## src/afb_pkg.sv

```systemverilog
// Shared constants, types and the sigmoid point table of the activation unit.
package afb_pkg;

    localparam int FRAC_BITS = 12;
    localparam int SEGMENTS  = 32;
    localparam int DATA_W    = 16;

    localparam int SEG_BITS  = $clog2(SEGMENTS);
    localparam int FR_BITS   = FRAC_BITS + 3 - SEG_BITS;
    localparam int ARG_W     = DATA_W + 1;
    localparam int TAB_W     = FRAC_BITS + 1;
    localparam int FWD_W     = TAB_W + 2;
    localparam int FAC_W     = 2 * DATA_W + 2;
    localparam int MAC_W     = FAC_W + DATA_W;
    localparam int LOC_W     = MAC_W - 2 * FRAC_BITS;
    localparam int SUM_W     = LOC_W + 1;
    localparam int ONE       = 1 << FRAC_BITS;

    typedef enum logic [2:0] {
        OP_RELU_FWD = 3'd0,
        OP_SIG_FWD  = 3'd1,
        OP_TANH_FWD = 3'd2,
        OP_RELU_BWD = 3'd3,
        OP_SIG_BWD  = 3'd4,
        OP_TANH_BWD = 3'd5
    } t_afb_op;

    typedef struct packed {
        t_afb_op                  operation;
        logic signed [DATA_W-1:0] value;
        logic signed [DATA_W-1:0] grad_up;
        logic signed [DATA_W-1:0] grad_acc;
    } t_afb_in;

    typedef struct packed {
        logic signed [DATA_W-1:0] result;
        logic                     saturated;
    } t_afb_out;

    // Sigmoid at 8k/SEGMENTS for k = 0..SEGMENTS, rounded to FRAC_BITS.
    localparam logic [TAB_W-1:0] SIG_TABLE [0:SEGMENTS] = '{
        13'd2048, 13'd2303, 13'd2550, 13'd2782, 13'd2994, 13'd3184, 13'd3349,
        13'd3490, 13'd3608, 13'd3705, 13'd3785, 13'd3850, 13'd3902, 13'd3943,
        13'd3976, 13'd4002, 13'd4022, 13'd4038, 13'd4051, 13'd4061, 13'd4069,
        13'd4075, 13'd4079, 13'd4083, 13'd4086, 13'd4088, 13'd4090, 13'd4091,
        13'd4092, 13'd4093, 13'd4094, 13'd4094, 13'd4095
    };

endpackage

```

## src/afb_sig_interp.sv

```systemverilog
// Four-stage forward path for sigmoid and tanh by table interpolation.
module afb_sig_interp
    import afb_pkg::*;
(
    input  logic                     i_clk,
    input  t_afb_op                  i_op,
    input  logic signed [DATA_W-1:0] i_value,
    output logic signed [FWD_W-1:0]  o_fwd
);

    localparam logic [31:0] RANGE = 32'(8) << FRAC_BITS;
    localparam logic [TAB_W+FR_BITS-1:0] HALF_FR = (TAB_W+FR_BITS)'(1) << (FR_BITS - 1);
    localparam logic signed [FWD_W-1:0] ONE_F = FWD_W'(ONE);

    logic [DATA_W-1:0]        w_abs;
    logic [ARG_W-1:0]         w_arg;
    logic                     w_end;
    logic                     w_tanh;
    logic [SEG_BITS-1:0]      w_seg;
    logic [SEG_BITS:0]        w_seg_nx;
    logic [TAB_W-1:0]         n1_base;
    logic [TAB_W-1:0]         n1_diff;
    logic [TAB_W-1:0]         r1_base;
    logic [TAB_W-1:0]         r1_diff;
    logic [FR_BITS-1:0]       r1_frac;
    logic                     r1_neg;
    logic                     r1_tanh;
    logic [TAB_W+FR_BITS-1:0] w_step;
    logic [TAB_W-1:0]         n2_mag;
    logic [TAB_W-1:0]         r2_mag;
    logic                     r2_neg;
    logic                     r2_tanh;
    logic signed [FWD_W-1:0]  w_s;
    logic signed [FWD_W-1:0]  n3_fwd;
    logic signed [FWD_W-1:0]  r3_fwd;
    logic                     r3_flip;
    logic signed [FWD_W-1:0]  r4_fwd;

    // Stage 1: magnitude of the argument and the two bracketing table points.
    always_comb begin
        w_tanh   = (i_op == OP_TANH_FWD);
        w_abs    = i_value[DATA_W-1] ? (~$unsigned(i_value) + 1'b1) : $unsigned(i_value);
        w_arg    = w_tanh ? {w_abs, 1'b0} : {1'b0, w_abs};
        w_end    = ({{(32-ARG_W){1'b0}}, w_arg} >= RANGE);
        w_seg    = w_arg[FR_BITS +: SEG_BITS];
        w_seg_nx = {1'b0, w_seg} + 1'b1;
        if (w_end) begin
            n1_base = SIG_TABLE[SEGMENTS];
            n1_diff = '0;
        end else begin
            n1_base = SIG_TABLE[{1'b0, w_seg}];
            n1_diff = SIG_TABLE[w_seg_nx] - SIG_TABLE[{1'b0, w_seg}];
        end
    end

    always_ff @(posedge i_clk) begin
        r1_base <= n1_base;
        r1_diff <= n1_diff;
        r1_frac <= w_arg[FR_BITS-1:0];
        r1_neg  <= i_value[DATA_W-1];
        r1_tanh <= w_tanh;
    end

    // Stage 2: linear interpolation inside the segment, rounded to nearest.
    always_comb begin
        w_step = (TAB_W+FR_BITS)'(r1_diff) * (TAB_W+FR_BITS)'(r1_frac) + HALF_FR;
        n2_mag = r1_base + TAB_W'(w_step >> FR_BITS);
    end

    always_ff @(posedge i_clk) begin
        r2_mag  <= n2_mag;
        r2_neg  <= r1_neg;
        r2_tanh <= r1_tanh;
    end

    // Stage 3: sigmoid mirrors negative inputs; tanh is 2s - 1.
    always_comb begin
        w_s = $signed({2'b00, r2_mag});
        if (r2_tanh) begin
            n3_fwd = (w_s <<< 1) - ONE_F;
        end else if (r2_neg) begin
            n3_fwd = ONE_F - w_s;
        end else begin
            n3_fwd = w_s;
        end
    end

    always_ff @(posedge i_clk) begin
        r3_fwd  <= n3_fwd;
        r3_flip <= r2_neg & r2_tanh;
    end

    // Stage 4: tanh is odd, so negative inputs flip the sign.
    always_ff @(posedge i_clk) begin
        r4_fwd <= r3_flip ? -r3_fwd : r3_fwd;
    end

    assign o_fwd = r4_fwd;

endmodule

```

## src/afb_grad_mac.sv

```systemverilog
// Four-stage local-gradient path for the sigmoid and tanh backward operations.
module afb_grad_mac
    import afb_pkg::*;
(
    input  logic                     i_clk,
    input  t_afb_op                  i_op,
    input  logic signed [DATA_W-1:0] i_value,
    input  logic signed [DATA_W-1:0] i_grad_up,
    output logic signed [LOC_W-1:0]  o_local
);

    localparam int B_W = DATA_W + 2;
    localparam logic signed [B_W-1:0]   ONE_B = B_W'(ONE);
    localparam logic signed [FAC_W-1:0] ONE_SQ = FAC_W'(1) << (2 * FRAC_BITS);
    localparam logic signed [MAC_W-1:0] HALF_SQ = MAC_W'(1) << (2 * FRAC_BITS - 1);

    logic signed [B_W-1:0]    w_b;
    logic signed [FAC_W-1:0]  r1_prod;
    logic                     r1_tanh;
    logic signed [DATA_W-1:0] r1_grad;
    logic signed [FAC_W-1:0]  r2_fac;
    logic signed [DATA_W-1:0] r2_grad;
    logic signed [MAC_W-1:0]  r3_mac;
    logic signed [MAC_W-1:0]  w_rnd;
    logic signed [LOC_W-1:0]  r4_local;

    // Stage 1: s*(1-s) for sigmoid, t*t for tanh.
    always_comb begin
        if (i_op == OP_TANH_BWD) begin
            w_b = B_W'(i_value);
        end else begin
            w_b = ONE_B - B_W'(i_value);
        end
    end

    always_ff @(posedge i_clk) begin
        r1_prod <= FAC_W'(i_value) * FAC_W'(w_b);
        r1_tanh <= (i_op == OP_TANH_BWD);
        r1_grad <= i_grad_up;
    end

    // Stage 2: derivative factor.
    always_ff @(posedge i_clk) begin
        r2_fac  <= r1_tanh ? (ONE_SQ - r1_prod) : r1_prod;
        r2_grad <= r1_grad;
    end

    // Stage 3: scale by the upstream gradient.
    always_ff @(posedge i_clk) begin
        r3_mac <= MAC_W'(r2_fac) * MAC_W'(r2_grad);
    end

    // Stage 4: drop the doubled fraction, rounding half away from zero.
    always_comb begin
        w_rnd = r3_mac + HALF_SQ - $signed({{(MAC_W-1){1'b0}}, r3_mac[MAC_W-1]});
    end

    always_ff @(posedge i_clk) begin
        r4_local <= w_rnd[2*FRAC_BITS +: LOC_W];
    end

    assign o_local = r4_local;

endmodule

```

## src/activation_forward_backward_unit.sv

```systemverilog
// Top level of the elementwise activation unit with forward and backward operations.
//
// One element is transferred in at each rising clock edge where start is high and
// busy is low. The element carries the operation code, the value (forward input or
// saved forward output), the upstream gradient and the accumulated gradient, all
// signed Q4.12. Busy is held low: the unit is a free-running pipeline and takes a
// new element in every cycle, so throughput is one element per clock.
//
// Each element produces exactly one result, shown on o_result for a single cycle
// with o_strobe high. The pipeline depth is set by the backward path: a product,
// the derivative factor, the gradient product, rounding, and the final add with
// saturation each take a register stage. The forward table path is padded to the
// same depth.
//
// The receiver cannot hold results off, so results leave in input order with no
// buffering. Synchronous reset clears the valid bits of every stage and the
// strobe; elements in flight at reset are dropped.
module activation_forward_backward_unit
    import afb_pkg::*;
(
    input  logic     i_clk,
    input  logic     i_rst_n,
    input  logic     start,
    output logic     busy,
    input  t_afb_in  i_item,
    output t_afb_out o_result,
    output logic     o_strobe
);

    localparam int DEPTH = 4;
    localparam logic signed [SUM_W-1:0] MAX_V = SUM_W'(32767);
    localparam logic signed [SUM_W-1:0] MIN_V = -SUM_W'(32768);

    logic                    w_take;
    logic [DEPTH-1:0]        r_vld;
    t_afb_in                 r_item [0:DEPTH-1];
    logic signed [FWD_W-1:0] w_fwd;
    logic signed [LOC_W-1:0] w_local;
    t_afb_in                 w_last;
    logic                    w_pos;
    logic signed [SUM_W-1:0] w_sum;
    t_afb_out                n_out;
    t_afb_out                r_out;
    logic                    r_strobe;

    assign busy   = 1'b0;
    assign w_take = start & ~busy;

    afb_sig_interp u_sig (
        .i_clk   (i_clk),
        .i_op    (i_item.operation),
        .i_value (i_item.value),
        .o_fwd   (w_fwd)
    );

    afb_grad_mac u_mac (
        .i_clk     (i_clk),
        .i_op      (i_item.operation),
        .i_value   (i_item.value),
        .i_grad_up (i_item.grad_up),
        .o_local   (w_local)
    );

    // The element itself travels alongside the arithmetic for the final stage.
    always_ff @(posedge i_clk) begin
        r_item[0] <= i_item;
        for (int k = 1; k < DEPTH; k++) begin
            r_item[k] <= r_item[k-1];
        end
    end

    always_ff @(posedge i_clk) begin
        if (!i_rst_n) begin
            r_vld    <= '0;
            r_strobe <= 1'b0;
        end else begin
            r_vld    <= {r_vld[DEPTH-2:0], w_take};
            r_strobe <= r_vld[DEPTH-1];
        end
    end

    // Final stage: pick the result by operation, accumulate and saturate.
    always_comb begin
        w_last = r_item[DEPTH-1];
        w_pos  = ~w_last.value[DATA_W-1] && (w_last.value != '0);
        case (w_last.operation)
            OP_RELU_FWD: begin
                w_sum = w_pos ? SUM_W'(w_last.value) : SUM_W'(0);
            end
            OP_SIG_FWD, OP_TANH_FWD: begin
                w_sum = SUM_W'(w_fwd);
            end
            OP_RELU_BWD: begin
                w_sum = w_pos ? (SUM_W'(w_last.grad_acc) + SUM_W'(w_last.grad_up))
                              : SUM_W'(w_last.grad_acc);
            end
            OP_SIG_BWD, OP_TANH_BWD: begin
                w_sum = SUM_W'(w_last.grad_acc) + SUM_W'(w_local);
            end
            default: begin
                w_sum = SUM_W'(0);
            end
        endcase

        if (w_sum > MAX_V) begin
            n_out.result    = DATA_W'(MAX_V);
            n_out.saturated = 1'b1;
        end else if (w_sum < MIN_V) begin
            n_out.result    = DATA_W'(MIN_V);
            n_out.saturated = 1'b1;
        end else begin
            n_out.result    = DATA_W'(w_sum);
            n_out.saturated = 1'b0;
        end
    end

    always_ff @(posedge i_clk) begin
        r_out <= n_out;
    end

    assign o_result = r_out;
    assign o_strobe = r_strobe;

endmodule
```

## config.mk

```make
export PLATFORM = sky130hd
export DESIGN_NAME = activation_forward_backward_unit
export DESIGN_NICKNAME = d
export VERILOG_FILES = /design/src/afb_pkg.sv /design/src/afb_sig_interp.sv /design/src/afb_grad_mac.sv /design/src/activation_forward_backward_unit.sv
export SDC_FILE = /design/constraint.sdc
export NUM_CORES = 2
export LEC_CHECK = 0
export ABC_AREA = 1
export BUFFER_PORTS_ARGS = -buffer_cell sky130_fd_sc_hd__buf_2
export CORE_MARGIN = 10
export CORE_UTILIZATION = 40
export DETAILED_ROUTE_END_ITERATION = 8
export HOLD_SLACK_MARGIN = 0.05
export PLACE_DENSITY = 0.6
export SYNTH_ARGS = -nofsm -noshare
export SYNTH_HDL_FRONTEND = slang
export SYNTH_SLANG_ARGS = --single-unit
```

## constraint.sdc

```tcl
create_clock -name i_clk -period 12.8 [get_ports i_clk]
set_clock_uncertainty 0.1 [all_clocks]
set_input_delay 1.92 -clock i_clk [delete_from_list [all_inputs] [get_ports i_clk]]
set_output_delay 1.92 -clock i_clk [all_outputs]
set_load 0.01 [all_outputs]
```

==> results.py <==
metrics = {
    "global_route": {
        "grt_overflow_total": 0,
        "track_usage": 0.200,
        "grt_max_degree": 36,
        "grt_first_pass_wirelength_mm": 238,
        "grt_antenna_before_repair": 5,
        "grt_pass1_vias": 44098,
    },
    "route": {
        "drt-wirelength-per-cell_um": 17.3,
        "drtIter0Drc": 2703,
        "viasPerCell": 4.92,
        "drtAntennaViolNets": 0,
        "wl_mm": 147,
        "dr.pass1.iters": 7,
        "num_vias": 41855,
        "drc": 0,
    },
    "cells_and_area": {
        "layout_common_cells": "inv_1 (1636), nand2_1 (1504), fa_1 (885)",
        "final_common_cell": "inv_1",
        "nNetsFinal": 8035,
        "drive_gt1_frac": 0.0466,
        "syn2layout_area_growth_pct": 7.11,
        "finalInstanceArea_um2": 57500,
    },
    "cts": {
        "cts_tree": "built",
        "worstSkewPairLatency_ns": 0.68,
        "clock_path_buffers": 3,
        "clkTransAtPathRegs_ns": 0.07,
        "htree_levels": 2,
        "postCtsSetupBuffers": 0,
        "cts.sinks": 449,
        "ctsHoldBuffers": 0,
        "cts-buffers-inserted": 52,
        "clockRootBuffer": "clkbuf_16",
        "cts_resized": 0,
    },
    "worst_setup_path": {
        "required_ns": 13.26,
        "crit_type": "input port to flip-flop",
        "start_kind": "input port",
        "max_stage_delay_ns": 0.53,
        "worstPathArrival_ns": 9.43,
        "cp_common_cell": "inv_1",
        "cp_max_fo": 19,
        "crit_slowest_cell": "nor2_1",
        "timing.rr.start": "u_mac.r2_fac[9]$_DFF_P_",
        "crit_path_end_kind": "flip-flop",
        "startpoint": "i_item[32]",
    },
    "min_path": {
        "hp-start": "r_item[1][1]$_DFF_P_",
        "min_path_type": "flip-flop to flip-flop",
    },
    "floorplanning": {
        "start_util": 0.402,
        "num_io_pins": 73,
        "row_count": 134,
        "die_w_um": 386,
        "die_area_um2": 149000,
        "core_um2": 133000,
        "die_h_um": 386,
    },
    "timing": {
        "post-route-period-util": 0.700,
        "relSlewSlack": 0.196,
        "finalHoldViolations": 0,
        "final.setup.tns_ns": 0,
        "max_freq_ghz": 0.112,
        "rsz0062_at_grt": "false",
        "finalSetupViolations": 0,
        "slew_viol_final": 0,
        "worst_pin_slew_ns": 1.20,
        "period_minus_slack_ns": 8.97,
    },
    "place": {
        "gp_congestion": 0.937,
        "place_area_um2": 55700,
        "port_buffers": 71,
        "dp_hpwl_mm": 118,
    },
    "synth": {
        "ys_types": 67,
        "ys_warn_count": 0,
        "synthCells": 6739,
        "ys_seq_area_frac": 0.168,
        "ys_ff_latch": 449,
        "syn_area_per_cell_um2": 7.96,
        "synth_nets": 8073,
        "netlist_area_um2": 53600,
    },
    "flow_run": {
        "cap_violations": 0,
    },
    "status": {
        "status": "finished clean",
    },
}
-- sequential cells by signal, summed over array words and instances, names as in the netlist, 10 cells and up --
register       cells
o_result          17
r_item           204
u_mac.o_local     26
u_mac.r1_prod     33
u_mac.r2_fac      33
u_mac.r3_mac      50
u_sig.o_fwd       15
u_sig.r1_base     11
u_sig.r1_diff     13
u_sig.r1_frac     10
u_sig.r2_mag      13
u_sig.r3_fwd      15
-- routing by layer --
| layer | share of wire | track usage | vias to the layer above |
|---|---|---|---|
| li1 | - | - | 19924 |
| met1 | 0.44 | 0.266 | 20413 |
| met5 | 0 | 0 | - |
| met4 | 0.031 | 0.0576 | 0 |
| met2 | 0.46 | 0.336 | 1230 |
| met3 | 0.060 | 0.0317 | 288 |
-- worst max-delay path: cells and delay by family --
kind / cells / cell delay, ns
and+or+nand+nor: 11 / 1.47
adders and majority gates: 8 / 3.19
AOI/OAI and AO/OA: 5 / 1.28
buffers and inverters: 8 / 1.35
xor gates and xnor gates: 1 / 0.19
-- final timing paths --
path	to	slack, ns	cells after the start
worst max register to register	u_mac.r3_mac[25]$_DFF_P_	5.82	22
worst min register to register	r_item[2][1]$_DFF_P_	0.21	0
worst min-delay path	r_item[2][1]$_DFF_P_	0.21	0
worst max-delay path	u_mac.r1_prod[31]$_DFF_P_	3.83	33
-- logic make-up (layout without fill, tap and decap cells) --
logic type,Yosys count,after routing,synth area share
buffers and inverters,1861,1863,0.132
AOI/OAI and AO/OA,646,646,0.0685
DFF,449,449,0.168
other,1,2,0.0000699
and+or+nand+nor,2294,2294,0.175
xor gates and xnor gates,208,208,0.0340
adders and majority gates,1280,1280,0.422
-- synth_stat cells (all sizes together) --
library cell / n / area, um^2
nor3b: 2 / 20.0
a21o: 21 / 158
nor2: 444 / 1730
a221oi: 4 / 35.0
or2: 29 / 181
nand2b: 1 / 6.26
a211o: 1 / 8.76
a21boi: 8 / 63.8
a32oi: 2 / 25.0
nand3: 188 / 1040
o21a: 19 / 143
o21bai: 17 / 128
o211ai: 20 / 150
inv: 1653 / 6210
o2111ai: 10 / 87.6
o21ai: 202 / 1050
xor2: 131 / 1150
a41oi: 1 / 8.76
a31oi: 37 / 231
a21oi: 286 / 1440
buf: 27 / 191
and3: 2 / 12.5
nor3: 52 / 265
conb: 1 / 3.75
dfxtp: 449 / 8990
nand4: 27 / 181
o41ai: 1 / 8.76
fa: 885 / 17700
ha: 395 / 4940
o221ai: 4 / 35.0
a211oi: 4 / 30.0
o21ba: 1 / 10.0
nor4: 12 / 75.1
clkinv: 9 / 45.0
a22oi: 1 / 7.51
and2: 5 / 33.8
nand3b: 9 / 67.6
xnor2: 77 / 674
clkbuf: 172 / 646
o31ai: 7 / 52.6
nand2: 1523 / 5800
-- final cells by class --
type	count	area [um^2]
Antenna cell	1	2.50
Clock buffer	61	1410
Clock inverter	33	398
Fill cell	13539	75800
Inverter	1662	6250
Multi-Input combinational cell	4429	37600
Sequential cell	449	8990
Tap cell	1768	2210
Timing Repair Buffer	107	626
-- through the flow --
step	hold slack, ns	cells	util	worst slack (ns)
finish	0.211	8510	0.431	3.83
global route	0.212	8509	0.431	3.32
CTS	0.210	8509	0.431	3.98
detailed placement	0.212	8415	0.418	3.26
global placement	0.210	8415	0.418	3.35
floorplan	0.210	6739	-	4.44
Power is not shown: default switching activity piles up to over one toggle a cycle in this logic, so the estimate is an artifact.
